==> src/lsod_pkg.sv <==
// Package for the laser sector obstacle detector.
// Register codes, field widths, reset values and shared types.
// No dependencies.
package lsod_pkg;

    localparam int MAX_RAYS_DEF = 1024;

    localparam int RANGE_W = 16;
    localparam int FRAC_W  = 8;
    localparam int BOUND_W = 11;
    localparam int CFG_W   = 16;
    localparam int IDX_W   = 3;
    localparam int NUM_SEC = 3;

    // configuration register indexes
    localparam logic [IDX_W-1:0] REG_NEAR_THRESHOLD = 3'd0;
    localparam logic [IDX_W-1:0] REG_COUNT_FRACTION = 3'd1;
    localparam logic [IDX_W-1:0] REG_RIGHT_START    = 3'd2;
    localparam logic [IDX_W-1:0] REG_RIGHT_END      = 3'd3;
    localparam logic [IDX_W-1:0] REG_FRONT_START    = 3'd4;
    localparam logic [IDX_W-1:0] REG_FRONT_END      = 3'd5;
    localparam logic [IDX_W-1:0] REG_LEFT_START     = 3'd6;
    localparam logic [IDX_W-1:0] REG_LEFT_END       = 3'd7;

    // reset values: every sector uncovered
    localparam logic [RANGE_W-1:0] NEAR_RST  = 16'd0;
    localparam logic [FRAC_W-1:0]  FRAC_RST  = 8'd128;
    localparam logic [BOUND_W-1:0] START_RST = 11'd1;
    localparam logic [BOUND_W-1:0] END_RST   = 11'd0;

    // sector index in the flag vector
    localparam int SEC_RIGHT = 0;
    localparam int SEC_FRONT = 1;
    localparam int SEC_LEFT  = 2;

    // per-word control handed to each sector unit
    typedef struct packed {
        logic step;   // word in the input register is consumed this cycle
        logic hit;    // valid, near and inside the scan
        logic last;   // final ray of the scan
    } t_sec_ctl;

endpackage

==> src/lsod_if.sv <==
// Handshake channels of the laser sector obstacle detector.
// Depends on lsod_pkg for field widths.
interface lsod_in_if;
    logic                          valid;
    logic                          ready;
    logic [lsod_pkg::RANGE_W-1:0]  sample_range;
    logic                          sample_valid;
    logic                          scan_last;

    modport source (output valid, sample_range, sample_valid, scan_last, input ready);
    modport sink   (input valid, sample_range, sample_valid, scan_last, output ready);
endinterface

interface lsod_out_if;
    logic valid;
    logic ready;
    logic obstacle_right;
    logic obstacle_front;
    logic obstacle_left;

    modport source (output valid, obstacle_right, obstacle_front, obstacle_left, input ready);
    modport sink   (input valid, obstacle_right, obstacle_front, obstacle_left, output ready);
endinterface

==> src/lsod_sector.sv <==
// One angular sector: near-ray counter and obstacle flag.
// Depends on lsod_pkg.
module lsod_sector #(
    parameter int MAX_RAYS = lsod_pkg::MAX_RAYS_DEF
) (
    input  logic                          i_clk,
    input  logic                          i_rst_n,
    input  lsod_pkg::t_sec_ctl            i_ctl,
    input  logic [$clog2(MAX_RAYS+1)-1:0] i_ray_idx,
    input  logic [lsod_pkg::BOUND_W-1:0]  i_start,
    input  logic [lsod_pkg::BOUND_W-1:0]  i_end,
    input  logic [lsod_pkg::FRAC_W-1:0]   i_frac,
    output logic                          o_flag
);

    localparam int RAY_W = $clog2(MAX_RAYS+1);
    localparam int CMP_W = (RAY_W > lsod_pkg::BOUND_W) ? RAY_W : lsod_pkg::BOUND_W;
    localparam int PRD_W = CMP_W + lsod_pkg::FRAC_W;

    logic [RAY_W-1:0] r_cnt, n_cnt;
    logic             r_flag, n_flag;

    logic [CMP_W-1:0] start_x, end_x, lo, hi, idx_x, max_x;
    logic             covered, in_sec;
    logic [RAY_W-1:0] cnt_upd;
    logic [PRD_W-1:0] lhs, rhs;

    always_comb begin
        max_x   = CMP_W'(MAX_RAYS);
        start_x = CMP_W'(i_start);
        end_x   = CMP_W'(i_end);
        idx_x   = CMP_W'(i_ray_idx);
        lo      = (start_x > max_x) ? max_x : start_x;
        hi      = (end_x > max_x) ? max_x : end_x;
        covered = (lo <= hi);
        in_sec  = i_ctl.hit && (lo <= idx_x) && (idx_x < hi);
        cnt_upd = r_cnt + RAY_W'(in_sec);
        // count * 256 against span * fraction
        lhs     = PRD_W'({cnt_upd, 8'd0});
        rhs     = PRD_W'(hi - lo) * PRD_W'(i_frac);
    end

    always_comb begin
        n_cnt  = r_cnt;
        n_flag = r_flag;
        if (i_ctl.step) begin
            if (i_ctl.last) begin
                n_cnt = '0;
                if (covered) begin
                    n_flag = (lhs >= rhs);
                end
            end else begin
                n_cnt = cnt_upd;
            end
        end
    end

    always_ff @(posedge i_clk) begin
        if (!i_rst_n) begin
            r_cnt  <= '0;
            r_flag <= 1'b0;
        end else begin
            r_cnt  <= n_cnt;
            r_flag <= n_flag;
        end
    end

    assign o_flag = r_flag;

endmodule

==> src/laser_sector_obstacle_detector.sv <==
// Top level of the laser sector obstacle detector.
// Depends on lsod_pkg, lsod_if (lsod_in_if, lsod_out_if) and lsod_sector.
//
//  port      dir  kind        word
//  i_smp     in   valid/ready sample_range[15:0], sample_valid, scan_last
//  o_obs     out  valid/ready obstacle_right, obstacle_front, obstacle_left
//  i_cfg_*   in   write only  i_cfg_idx[2:0], i_cfg_data[15:0], i_cfg_we
//
// One sample word per cycle while no result stalls. A word is taken into the
// input register, and when it steps out it updates the ray index and the three
// sector counters. A word with scan_last loads the flags into the result
// register at the same edge it leaves the input register.
// Reset (synchronous, active low) clears ray index, counters, flags and the
// input and result valid bits; all sectors come up uncovered.
// A stalled result holds the pipe; if the input register is empty, one more word
// is still taken into it, then i_smp.ready drops until the result is taken.
module laser_sector_obstacle_detector #(
    parameter int MAX_RAYS = lsod_pkg::MAX_RAYS_DEF
) (
    input  logic                         i_clk,
    input  logic                         i_rst_n,
    lsod_in_if.sink                      i_smp,
    lsod_out_if.source                   o_obs,
    input  logic                         i_cfg_we,
    input  logic [lsod_pkg::IDX_W-1:0]   i_cfg_idx,
    input  logic [lsod_pkg::CFG_W-1:0]   i_cfg_data
);

    localparam int RAY_W = $clog2(MAX_RAYS+1);

    // configuration registers
    logic [lsod_pkg::RANGE_W-1:0] r_near;
    logic [lsod_pkg::FRAC_W-1:0]  r_frac;
    logic [lsod_pkg::BOUND_W-1:0] r_start [lsod_pkg::NUM_SEC];
    logic [lsod_pkg::BOUND_W-1:0] r_end   [lsod_pkg::NUM_SEC];

    // input register
    logic                         r_in_vld, n_in_vld;
    logic [lsod_pkg::RANGE_W-1:0] r_range;
    logic                         r_svalid;
    logic                         r_last;

    // scan position and result register
    logic [RAY_W-1:0]             r_idx, n_idx;
    logic                         r_out_vld, n_out_vld;

    logic                         advance, in_acc, at_max;
    lsod_pkg::t_sec_ctl           ctl;
    logic [lsod_pkg::NUM_SEC-1:0] flags;

    always_ff @(posedge i_clk) begin
        if (!i_rst_n) begin
            r_near <= lsod_pkg::NEAR_RST;
            r_frac <= lsod_pkg::FRAC_RST;
            for (int s = 0; s < lsod_pkg::NUM_SEC; s++) begin
                r_start[s] <= lsod_pkg::START_RST;
                r_end[s]   <= lsod_pkg::END_RST;
            end
        end else if (i_cfg_we) begin
            case (i_cfg_idx)
                lsod_pkg::REG_NEAR_THRESHOLD: r_near <= i_cfg_data[lsod_pkg::RANGE_W-1:0];
                lsod_pkg::REG_COUNT_FRACTION: r_frac <= i_cfg_data[lsod_pkg::FRAC_W-1:0];
                lsod_pkg::REG_RIGHT_START:
                    r_start[lsod_pkg::SEC_RIGHT] <= i_cfg_data[lsod_pkg::BOUND_W-1:0];
                lsod_pkg::REG_RIGHT_END:
                    r_end[lsod_pkg::SEC_RIGHT]   <= i_cfg_data[lsod_pkg::BOUND_W-1:0];
                lsod_pkg::REG_FRONT_START:
                    r_start[lsod_pkg::SEC_FRONT] <= i_cfg_data[lsod_pkg::BOUND_W-1:0];
                lsod_pkg::REG_FRONT_END:
                    r_end[lsod_pkg::SEC_FRONT]   <= i_cfg_data[lsod_pkg::BOUND_W-1:0];
                lsod_pkg::REG_LEFT_START:
                    r_start[lsod_pkg::SEC_LEFT]  <= i_cfg_data[lsod_pkg::BOUND_W-1:0];
                lsod_pkg::REG_LEFT_END:
                    r_end[lsod_pkg::SEC_LEFT]    <= i_cfg_data[lsod_pkg::BOUND_W-1:0];
                default: ;
            endcase
        end
    end

    // pipe moves when the result slot is free or being emptied
    assign advance     = !r_out_vld || o_obs.ready;
    assign i_smp.ready = !r_in_vld || advance;
    assign in_acc      = i_smp.valid && i_smp.ready;
    assign at_max      = (r_idx == RAY_W'(MAX_RAYS));

    always_comb begin
        ctl.step = r_in_vld && advance;
        ctl.last = r_last;
        // rays past the end of the scan count nowhere
        ctl.hit  = r_svalid && (r_range <= r_near) && !at_max;
    end

    always_comb begin
        n_in_vld = r_in_vld;
        if (in_acc) begin
            n_in_vld = 1'b1;
        end else if (ctl.step) begin
            n_in_vld = 1'b0;
        end

        n_idx = r_idx;
        if (ctl.step) begin
            if (r_last) begin
                n_idx = '0;
            end else if (!at_max) begin
                n_idx = r_idx + RAY_W'(1);
            end
        end

        n_out_vld = r_out_vld;
        if (ctl.step && r_last) begin
            n_out_vld = 1'b1;
        end else if (o_obs.ready) begin
            n_out_vld = 1'b0;
        end
    end

    always_ff @(posedge i_clk) begin
        if (!i_rst_n) begin
            r_in_vld  <= 1'b0;
            r_idx     <= '0;
            r_out_vld <= 1'b0;
        end else begin
            r_in_vld  <= n_in_vld;
            r_idx     <= n_idx;
            r_out_vld <= n_out_vld;
        end
    end

    // input payload, no reset
    always_ff @(posedge i_clk) begin
        if (in_acc) begin
            r_range  <= i_smp.sample_range;
            r_svalid <= i_smp.sample_valid;
            r_last   <= i_smp.scan_last;
        end
    end

    // flag registers inside the sectors double as the result payload;
    // they only change on a step, so they hold while the result stalls
    for (genvar s = 0; s < lsod_pkg::NUM_SEC; s++) begin : g_sec
        lsod_sector #(
            .MAX_RAYS (MAX_RAYS)
        ) u_sec (
            .i_clk     (i_clk),
            .i_rst_n   (i_rst_n),
            .i_ctl     (ctl),
            .i_ray_idx (r_idx),
            .i_start   (r_start[s]),
            .i_end     (r_end[s]),
            .i_frac    (r_frac),
            .o_flag    (flags[s])
        );
    end

    assign o_obs.valid          = r_out_vld;
    assign o_obs.obstacle_right = flags[lsod_pkg::SEC_RIGHT];
    assign o_obs.obstacle_front = flags[lsod_pkg::SEC_FRONT];
    assign o_obs.obstacle_left  = flags[lsod_pkg::SEC_LEFT];

endmodule

==> src/flat_wrapper.sv <==
// flat-port wrapper written by rule: the top's interface ports become plain ports
module laser_sector_obstacle_detector_flat 
#(
    parameter int MAX_RAYS = lsod_pkg::MAX_RAYS_DEF
)
  (i_clk, i_rst_n, i_cfg_we, i_cfg_idx, i_cfg_data, i_smp_valid, i_smp_sample_range, i_smp_sample_valid, i_smp_scan_last, i_smp_ready, o_obs_valid, o_obs_obstacle_right, o_obs_obstacle_front, o_obs_obstacle_left, o_obs_ready);
  lsod_in_if i_smp_i ();
  lsod_out_if o_obs_i ();
  input  logic i_clk;
  input  logic i_rst_n;
  input  logic i_cfg_we;
  input  logic [lsod_pkg::IDX_W-1:0] i_cfg_idx;
  input  logic [lsod_pkg::CFG_W-1:0] i_cfg_data;
  input wire logic [$bits(i_smp_i.valid)-1:0] i_smp_valid;
  input wire logic [$bits(i_smp_i.sample_range)-1:0] i_smp_sample_range;
  input wire logic [$bits(i_smp_i.sample_valid)-1:0] i_smp_sample_valid;
  input wire logic [$bits(i_smp_i.scan_last)-1:0] i_smp_scan_last;
  output wire logic [$bits(i_smp_i.ready)-1:0] i_smp_ready;
  output wire logic [$bits(o_obs_i.valid)-1:0] o_obs_valid;
  output wire logic [$bits(o_obs_i.obstacle_right)-1:0] o_obs_obstacle_right;
  output wire logic [$bits(o_obs_i.obstacle_front)-1:0] o_obs_obstacle_front;
  output wire logic [$bits(o_obs_i.obstacle_left)-1:0] o_obs_obstacle_left;
  input wire logic [$bits(o_obs_i.ready)-1:0] o_obs_ready;
  assign i_smp_i.valid = i_smp_valid;
  assign i_smp_i.sample_range = i_smp_sample_range;
  assign i_smp_i.sample_valid = i_smp_sample_valid;
  assign i_smp_i.scan_last = i_smp_scan_last;
  assign i_smp_ready = i_smp_i.ready;
  assign o_obs_valid = o_obs_i.valid;
  assign o_obs_obstacle_right = o_obs_i.obstacle_right;
  assign o_obs_obstacle_front = o_obs_i.obstacle_front;
  assign o_obs_obstacle_left = o_obs_i.obstacle_left;
  assign o_obs_i.ready = o_obs_ready;
  laser_sector_obstacle_detector #(.MAX_RAYS(MAX_RAYS)) u_core (.i_clk(i_clk), .i_rst_n(i_rst_n), .i_smp(i_smp_i), .o_obs(o_obs_i), .i_cfg_we(i_cfg_we), .i_cfg_idx(i_cfg_idx), .i_cfg_data(i_cfg_data));
endmodule
==> config.mk <==
export PLATFORM = sky130hd
export DESIGN_NAME = laser_sector_obstacle_detector_flat
export DESIGN_NICKNAME = d
export VERILOG_FILES = /design/src/lsod_pkg.sv /design/src/lsod_if.sv /design/src/lsod_sector.sv /design/src/laser_sector_obstacle_detector.sv /design/src/flat_wrapper.sv
export SDC_FILE = /design/constraint.sdc
export NUM_CORES = 1
export LEC_CHECK = 0
export BUFFER_PORTS_ARGS = -buffer_cell sky130_fd_sc_hd__buf_2
export CORE_ASPECT_RATIO = 2
export CORE_MARGIN = 2
export CORE_UTILIZATION = 50
export CTS_CLUSTER_DIAMETER = 150
export DETAILED_ROUTE_END_ITERATION = 6
export PLACE_DENSITY_LB_ADDON = 0.05
export RECOVER_POWER = 50
export SLEW_MARGIN = 5
export SYNTH_ARGS = -nofsm -noshare
export SYNTH_HDL_FRONTEND = slang
export SYNTH_HIERARCHICAL = 1
export SYNTH_SLANG_ARGS = --single-unit
==> constraint.sdc <==
create_clock -name i_clk -period 9.4 [get_ports i_clk]
set_input_delay 0 -clock i_clk [delete_from_list [all_inputs] [get_ports i_clk]]
set_output_delay 0 -clock i_clk [all_outputs]
set_load 0.05 [all_outputs]
==> metrics.md, run 1 <==
| Metric | Value |
|---|---|
| Hpwl dp | 48,500 µm |
| Clock Pin Slew Worst Setup and Hold Paths | 0.10 ns |
| First-pass GRT wire length | 95,100 µm |
| Post-Syn Area | about 0.021 mm² |
| Arrival time worst endpoint | 8.64 ns |
| CTS tree | yes |
| Max transition margin | -77.7% |
| Root buffer cell | clkbuf_16 |
| Area Overhead vs Synth | 8.96% |
| Port buffer count | 46 |
| Routed wire length | 59,700 µm |
| Post-CTS Hold Fix Bufs | 37 |
| H-tree Lvls | 4 |
| Max-cap violations | 1 |
| Post-synth EDFFs | 84 |
| Sw Ratio | 42.5% |
| Net Count, Synth | 2,881 |
| Crit start category | register |
| Post-synthesis cell count | 2,356 |
| Count leader, synth | inv_1 |
| Pin count of the biggest net entering global routing | 56 |
| NumNets Final | 2,961 |
| Die Ht | 294 µm |
| Clock Path Buffers | 2 |
| Async S/R FF share, synth | 0% |
| Die X | between 100 and 150 µm |
| Max Slew Vio Count | 53 |
| Synth Flop Type | edfxtp_1 |
| Unrepaired setup endpoints after global routing | no |
| Worst-margin pin slew | approximately 2.7 ns |
| Final clock skew | 0.0360 ns |
| Initial core utilization | 50.5% |
| Comb power frac | 49.0% |
| Critical Path RT | 9.73 ns |
| Lkg Pwr | 11.0 nW |
| Setup TNS Final | 0 ns |
| Detail Route Antenna Nets | 0 |
| R2R setup slack | 1.09 ns |
| Final worst-path cycle share | 88.4% |
| Most used cell, CP | fa_1 |
| Failing checks | max-capacitance violations, max-slew violations |
| Pre-antenna DRT Iters | 5 |
| Clock Sinks | 157 |
| Die ar. | ~0.044 mm² |
| Critical path type | register to register |
| Number of buffers created by CTS | 17 |
| Post-CTS resize count | 0 |
| Post-synthesis average cell area | 8.93 µm² |
| Internal | between 1.5 and 2 mW |
| Crit path launch | u_core/r_start[0][32]$_DFFE_PP_ |
| Skew-Pair Late Insertion Delay | 0.47 ns |
| Worst-path maximum fanout | 10 |
| # setup viols final | 0 |
| Clk pwr share | 25.1% |
| Antenna fix cells | 0 |
| Post-CTS Setup Bufs | 0 |
| Worst VDD drop | 0.171 mV |
| Vias in the first global route | 18.2k |
| Min-Delay Startpoint | i_cfg_idx[2] |
| Status | finished with violations |
| Routed len/inst | 20.0 µm |
| Core Area | about 0.042 mm² |
| Fin crit period | 8.31 ns |
| Synth Warn # | 6 |
| PwrDens | 130 mW/mm² |
| Largest cells by area after synthesis | fa_1 21%, ha_1 16%, edfxtp_1 12% |
| GRT Util Overall | 28.6% |
| Gpl congestion | 0.949 |
| Distinct cells, synth | 87 |
| Switching pwr | roughly 1.3 mW |
| Hold Crit Class | input port to register |
| Seq/Total Area, Yosys | 18.9% |
| Top cell type's share of synthesized area | 21.1% |
| Layout cells sized above 1 | 5.23% |
| Slowest stage delay, CP | 0.56 ns |
| Initial DRC Count | 681 |
| Most area-hungry cell type in the Yosys netlist | fa_1 |
| Synth Register Bits | 157 |
| Num ports | 47 |
| Worst path slowest cell | fa_1 |
| GR Overflow Total | 0 |
| R2r endpoint | u_core/g_sec[2].u_sec/o_flag$_SDFFE_PN0P_ |
| Vias | 16.5k |
| Row cnt | 106 |
| Initial antenna violation count | 2 |
| DRC | 0 |
| Setup crit end kind | register |
| Hold Slack | ~0.075 ns |
| Commonest cells in the netlist | 403 x inv_1, 261 x ha_1, 254 x nand2_1 |
| Worst hold path cell count | 4 |
| Sequential Power Share | 26.0% |
| Via density | between 5 and 6 |
| Achievable Freq | between 100 and 150 MHz |
| Hold Path Sink | u_core/r_frac[2]$_SDFFE_PN0P_ |
| Reg2Reg Depth | 31 |
| Worst r2r src | u_core/r_start[0][32]$_DFFE_PP_ |
| Final Hold Violating Endpoints | 0 |
## final cells by class
cell class	count	area (µm²)
clock buffer	17	425
clock inverter	15	195
fill	3982	18700
inverter	413	1550
multi-input combinational	1735	15300
sequential	157	3980
tap	540	676
timing repair buffer	112	783
## flip-flops by register name, indices dropped and copies added (netlist names)
signal	count
u_core/r_last	1
u_core/r_in_vld	1
u_core/o_obs.valid	1
u_core/r_end	33
u_core/g_sec.u_sec/r_cnt	33
u_core/r_idx	11
u_core/r_near	16
u_core/r_frac	8
u_core/r_start	33
u_core/r_range	16
u_core/r_svalid	1
u_core/g_sec.u_sec/o_flag	3
## worst max-delay path: cells and delay by family, from the launching register on
family | cells | cell delay, ns
and+or+nand+nor | 6 | 0.84
AOI/OAI and AO/OA | 10 | 2.45
adders and majority gates | 8 | 3.33
buffers and inverters | 5 | 0.45
xor gates and xnor gates | 2 | 0.70
DFF | 1 | 0.40
## power by group through the flow
stage | Sequential [mW] | Clock [mW] | Combinational, mW
after global placement | 0.787 | 0 | 1.42
after floorplan | 0.782 | 0 | 1.05
after global routing | 0.774 | 0.783 | 1.65
final | 0.772 | 0.745 | 1.46
after CTS | 0.771 | 0.761 | 1.47
after detailed placement | 0.787 | 0 | 1.45
## layer usage
metal	track usage [%]	vias up	wire, µm
met1	26.0	8176	19400
met5	0	-	0
met3	2.28	154	1240
met4	17.6	0	4150
met2	58.5	297	34900
li1	-	7870	-
## cell families (layout without fill, tap and decap cells)
group / after synthesis / in the layout / synth area share [%]
compound gates: 360 / 360 / 11.8
xor+xnor: 117 / 117 / 4.94
fa+ha+maj: 486 / 486 / 36.8
buf+inv: 464 / 557 / 8.30
flops: 157 / 157 / 18.9
mux: 7 / 7 / 0.339
simple gates: 765 / 765 / 18.9
## how the worst max path moves through the flow
stage	cells past startpoint	end
6_report	31	u_core/g_sec[2].u_sec/o_flag$_SDFFE_PN0P_
5_1_grt	31	u_core/g_sec[2].u_sec/o_flag$_SDFFE_PN0P_
4_1_cts	31	u_core/g_sec[2].u_sec/o_flag$_SDFFE_PN0P_
3_5_place_dp	31	u_core/g_sec[2].u_sec/o_flag$_SDFFE_PN0P_
3_3_place_gp	32	u_core/g_sec[2].u_sec/o_flag$_SDFFE_PN0P_
2_1_floorplan	31	u_core/g_sec[2].u_sec/o_flag$_SDFFE_PN0P_
## metrics by stage
stage / setup WS [ns] / util (%) / instances / area, µm² / power [mW]
3_5_place_dp: 1.03 / 52.7 / 2920 / 22000 / 2.24
2_1_floorplan: 2.05 / - / 2356 / 21000 / 1.83
3_3_place_gp: 1.04 / 52.7 / 2920 / 22000 / 2.21
4_1_cts: 1.00 / 55.1 / 2989 / 23000 / 3.01
5_1_grt: 0.427 / 55.0 / 2989 / 22900 / 3.20
6_report: 1.09 / 55.0 / 2989 / 22900 / 2.97
## placed cells by master, fill, tap and decap left out, types with 37 or more instances in the layout
cell,Yosys,final
a21o_1,40,40
a21oi_1,80,80
and2_1,145,143
buf_2,3,39
dfxtp_1,73,73
dlygate4sd3_1,0,37
edfxtp_1,84,84
fa_1,222,222
ha_1,261,261
inv_1,403,403
nand2_1,254,254
nor2_1,95,95
nor2b_1,73,73
o21ai_0,73,73
xnor2_1,63,63
xor2_1,52,52
Note: power is estimated with default switching activity, not from simulation.
==> run 2: changes to the inputs <==
Settings changed: PLACE_DENSITY from default to 0.7, PLACE_DENSITY_LB_ADDON 0.05 to default.
==> metrics.md, run 2 (same netlist as run 1, synthesis figures left out) <==
| Metric | Value |
|---|---|
| Worst-margin pin slew | 2.41 ns (-0.252 ns) |
| Post-CTS Setup Bufs | 0 (unchanged) |
| Final clock skew | 0.0300 ns (-0.00604 ns) |
| Dpl ws | 1.23 ns (+0.204 ns) |
| GR Overflow Total | 0 (unchanged) |
| Die X | 149 µm (unchanged) |
| Port buffer count | 46 (unchanged) |
| Vias | 16.8k (+1.6%) |
| Num ports | 47 (unchanged) |
| Status | finished with violations |
| Max Slew Vio Count | 53 (unchanged) |
| Most frequent cells in the layout | 403 x inv_1, 261 x ha_1, 254 x nand2_1 |
| Final Hold Violating Endpoints | 0 (unchanged) |
| Most used cell, CP | fa_1 |
| Routed len/inst | 18.7 µm (-6.6%) |
| Pin count of the biggest net entering global routing | 56 (unchanged) |
| First-pass GRT wire length | 89,900 µm (-5.5%) |
| Arrival time worst endpoint | 8.63 ns (about the same) |
| Die Ht | 294 µm (unchanged) |
| Vias in the first global route | 17.9k (-1.4%) |
| Detail Route Antenna Nets | 0 (unchanged) |
| Initial DRC Count | 776 (+14%) |
| Worst-path maximum fanout | 10 (unchanged) |
| Max transition margin | -60.8% (+17 points) |
| H-tree Lvls | 4 (unchanged) |
| FILL cells | 3,861 (-3.0%) |
| NumNets Final | 2,958 (-0.10%) |
| Slowest stage delay, CP | 0.58 ns (+0.02 ns) |
| Pre-antenna DRT Iters | 7 (+2) |
| Hold Crit Class | input port to register |
| R2R setup slack | 1.05 ns (-0.04 ns) |
| Worst VDD drop | 0.133 mV (-22%) |
| Post-CTS resize count | 0 (unchanged) |
| Number of buffers created by CTS | 17 (unchanged) |
| Setup ws final | 1.05 ns (-0.0447 ns) |
| Die ar. | 0.0438 mm² (unchanged) |
| Critical path type | register to register |
| Area Overhead vs Synth | 8.76% |
| Final Cell Area | 0.0229 mm² (-0.19%) |
| Commonest non-fill, non-tap cell in the layout | inv_1 |
| Fin crit period | 8.35 ns (+0.0447 ns) |
| Final worst-path cycle share | 88.9% (+0.48 points) |
| Routed wire length | 55,800 µm (-6.6%) |
| Skew-Pair Late Insertion Delay | 0.46 ns (about the same) |
| Failing checks | design-rule violations, max-capacitance violations, max-slew violations |
| Root buffer cell | clkbuf_16 |
| Core Area | 0.0416 mm² (unchanged) |
| DRC | 1 (+1) |
| Clock Path Buffers | 2 (unchanged) |
| Crit start category | register |
| GRT Util Overall | 26.5% (-2.0 points) |
| Achievable Freq | 120 MHz (-0.54%) |
| Largest regs | u_core/g_sec.u_sec/r_cnt (33), u_core/r_end (33), u_core/r_start (33) |
| Critical Path RT | 9.68 ns (-0.05 ns) |
| Post-Route Utilization | 54.9% (-0.10 points) |
| Layout cells sized above 1 | 5.07% (-0.16 points) |
| Row cnt | 106 (unchanged) |
| Setup TNS Final | 0 ns (unchanged) |
| Clock Sinks | 157 (unchanged) |
| Post-CTS Hold Fix Bufs | 37 (unchanged) |
| Via density | 5.61 (+1.7%) |
| Max-cap violations | 1 (unchanged) |
| Clock Pin Slew Worst Setup and Hold Paths | 0.07 ns (-0.03 ns) |
| Lkg Pwr | 10.9 nW (-0.31%) |
| Hold Slack | 0.0609 ns (-0.0136 ns) |
| Initial core utilization | 50.5% (unchanged) |
| CTS tree | yes |
| Placed instance area | 0.0219 mm² (-0.10%) |
| Worst path slowest cell | xnor2_1 |
| Setup crit end kind | register |
| Initial antenna violation count | 1 (-1) |
| # setup viols final | 0 (unchanged) |
| PwrDens | 129 mW/mm² (-0.90%) |
| Hpwl dp | 44,200 µm (-8.9%) |
| Gpl congestion | 0.999 (+5.3%) |
| Unrepaired setup endpoints after global routing | no |
[run 2: stage by stage]
stage                     total power, mW  std cells
after global routing                 3.17       2987
after detailed placement             2.22       2917
after floorplan                      1.83       2356
after global placement               2.17       2917
after CTS                            2.96       2986
final                                2.94       2987
[run 2: path summary, 6_finish.rpt]
path / to / start / cells past startpoint
setup reg to reg: u_core/g_sec[2].u_sec/o_flag$_SDFFE_PN0P_ / u_core/r_start[0][32]$_DFFE_PP_ / 32
hold / removal: u_core/r_frac[2]$_SDFFE_PN0P_ / i_cfg_idx[2] / 4
setup / recovery: u_core/g_sec[2].u_sec/o_flag$_SDFFE_PN0P_ / u_core/r_start[0][32]$_DFFE_PP_ / 32
hold reg to reg: u_core/r_frac[2]$_SDFFE_PN0P_ / u_core/r_frac[2]$_SDFFE_PN0P_ / 2
[run 2: power breakdown]
| part | total, mW | internal (mW) | leakage (nW) | switching, mW |
|---|---|---|---|---|
| Combinational | 1.44 | 0.566 | 9.26 | 0.879 |
| Clock | 0.720 | 0.380 | 0.287 | 0.340 |
| Sequential | 0.776 | 0.753 | 1.40 | 0.0222 |
| Total | 2.94 | 1.70 | 10.9 | 1.24 |
[run 2: per-layer routing]
layer | global-route usage [%] | vias up | wire, µm
li1 | - | 7875 | -
met5 | 0 | - | 0
met1 | 25.2 | 8268 | 18700
met4 | 17.8 | 0 | 4100
met2 | 52.1 | 420 | 31400
met3 | 2.64 | 197 | 1570
[run 2: worst max-delay path: cells and delay by family, from the launching register on]
kind / cells / cell delay (ns)
compound gates: 11 / 2.45
xor+xnor: 2 / 0.78
fa+ha+maj: 8 / 3.33
buf+inv: 5 / 0.45
flops: 1 / 0.40
simple gates: 6 / 0.77
[run 2: layout make-up]
class | count | area, µm² | share of cell area (%)
flip-flops and latches | 157 | 3980 | 17.4
multi-input cells | 1735 | 15300 | 66.9
diodes | 1 | 2.50 | 0.0109
clock buffers | 18 | 429 | 1.88
inverters | 413 | 1550 | 6.78
repair buffers | 109 | 761 | 3.33
clock inverters | 14 | 169 | 0.738
well taps | 540 | 676 | 2.95
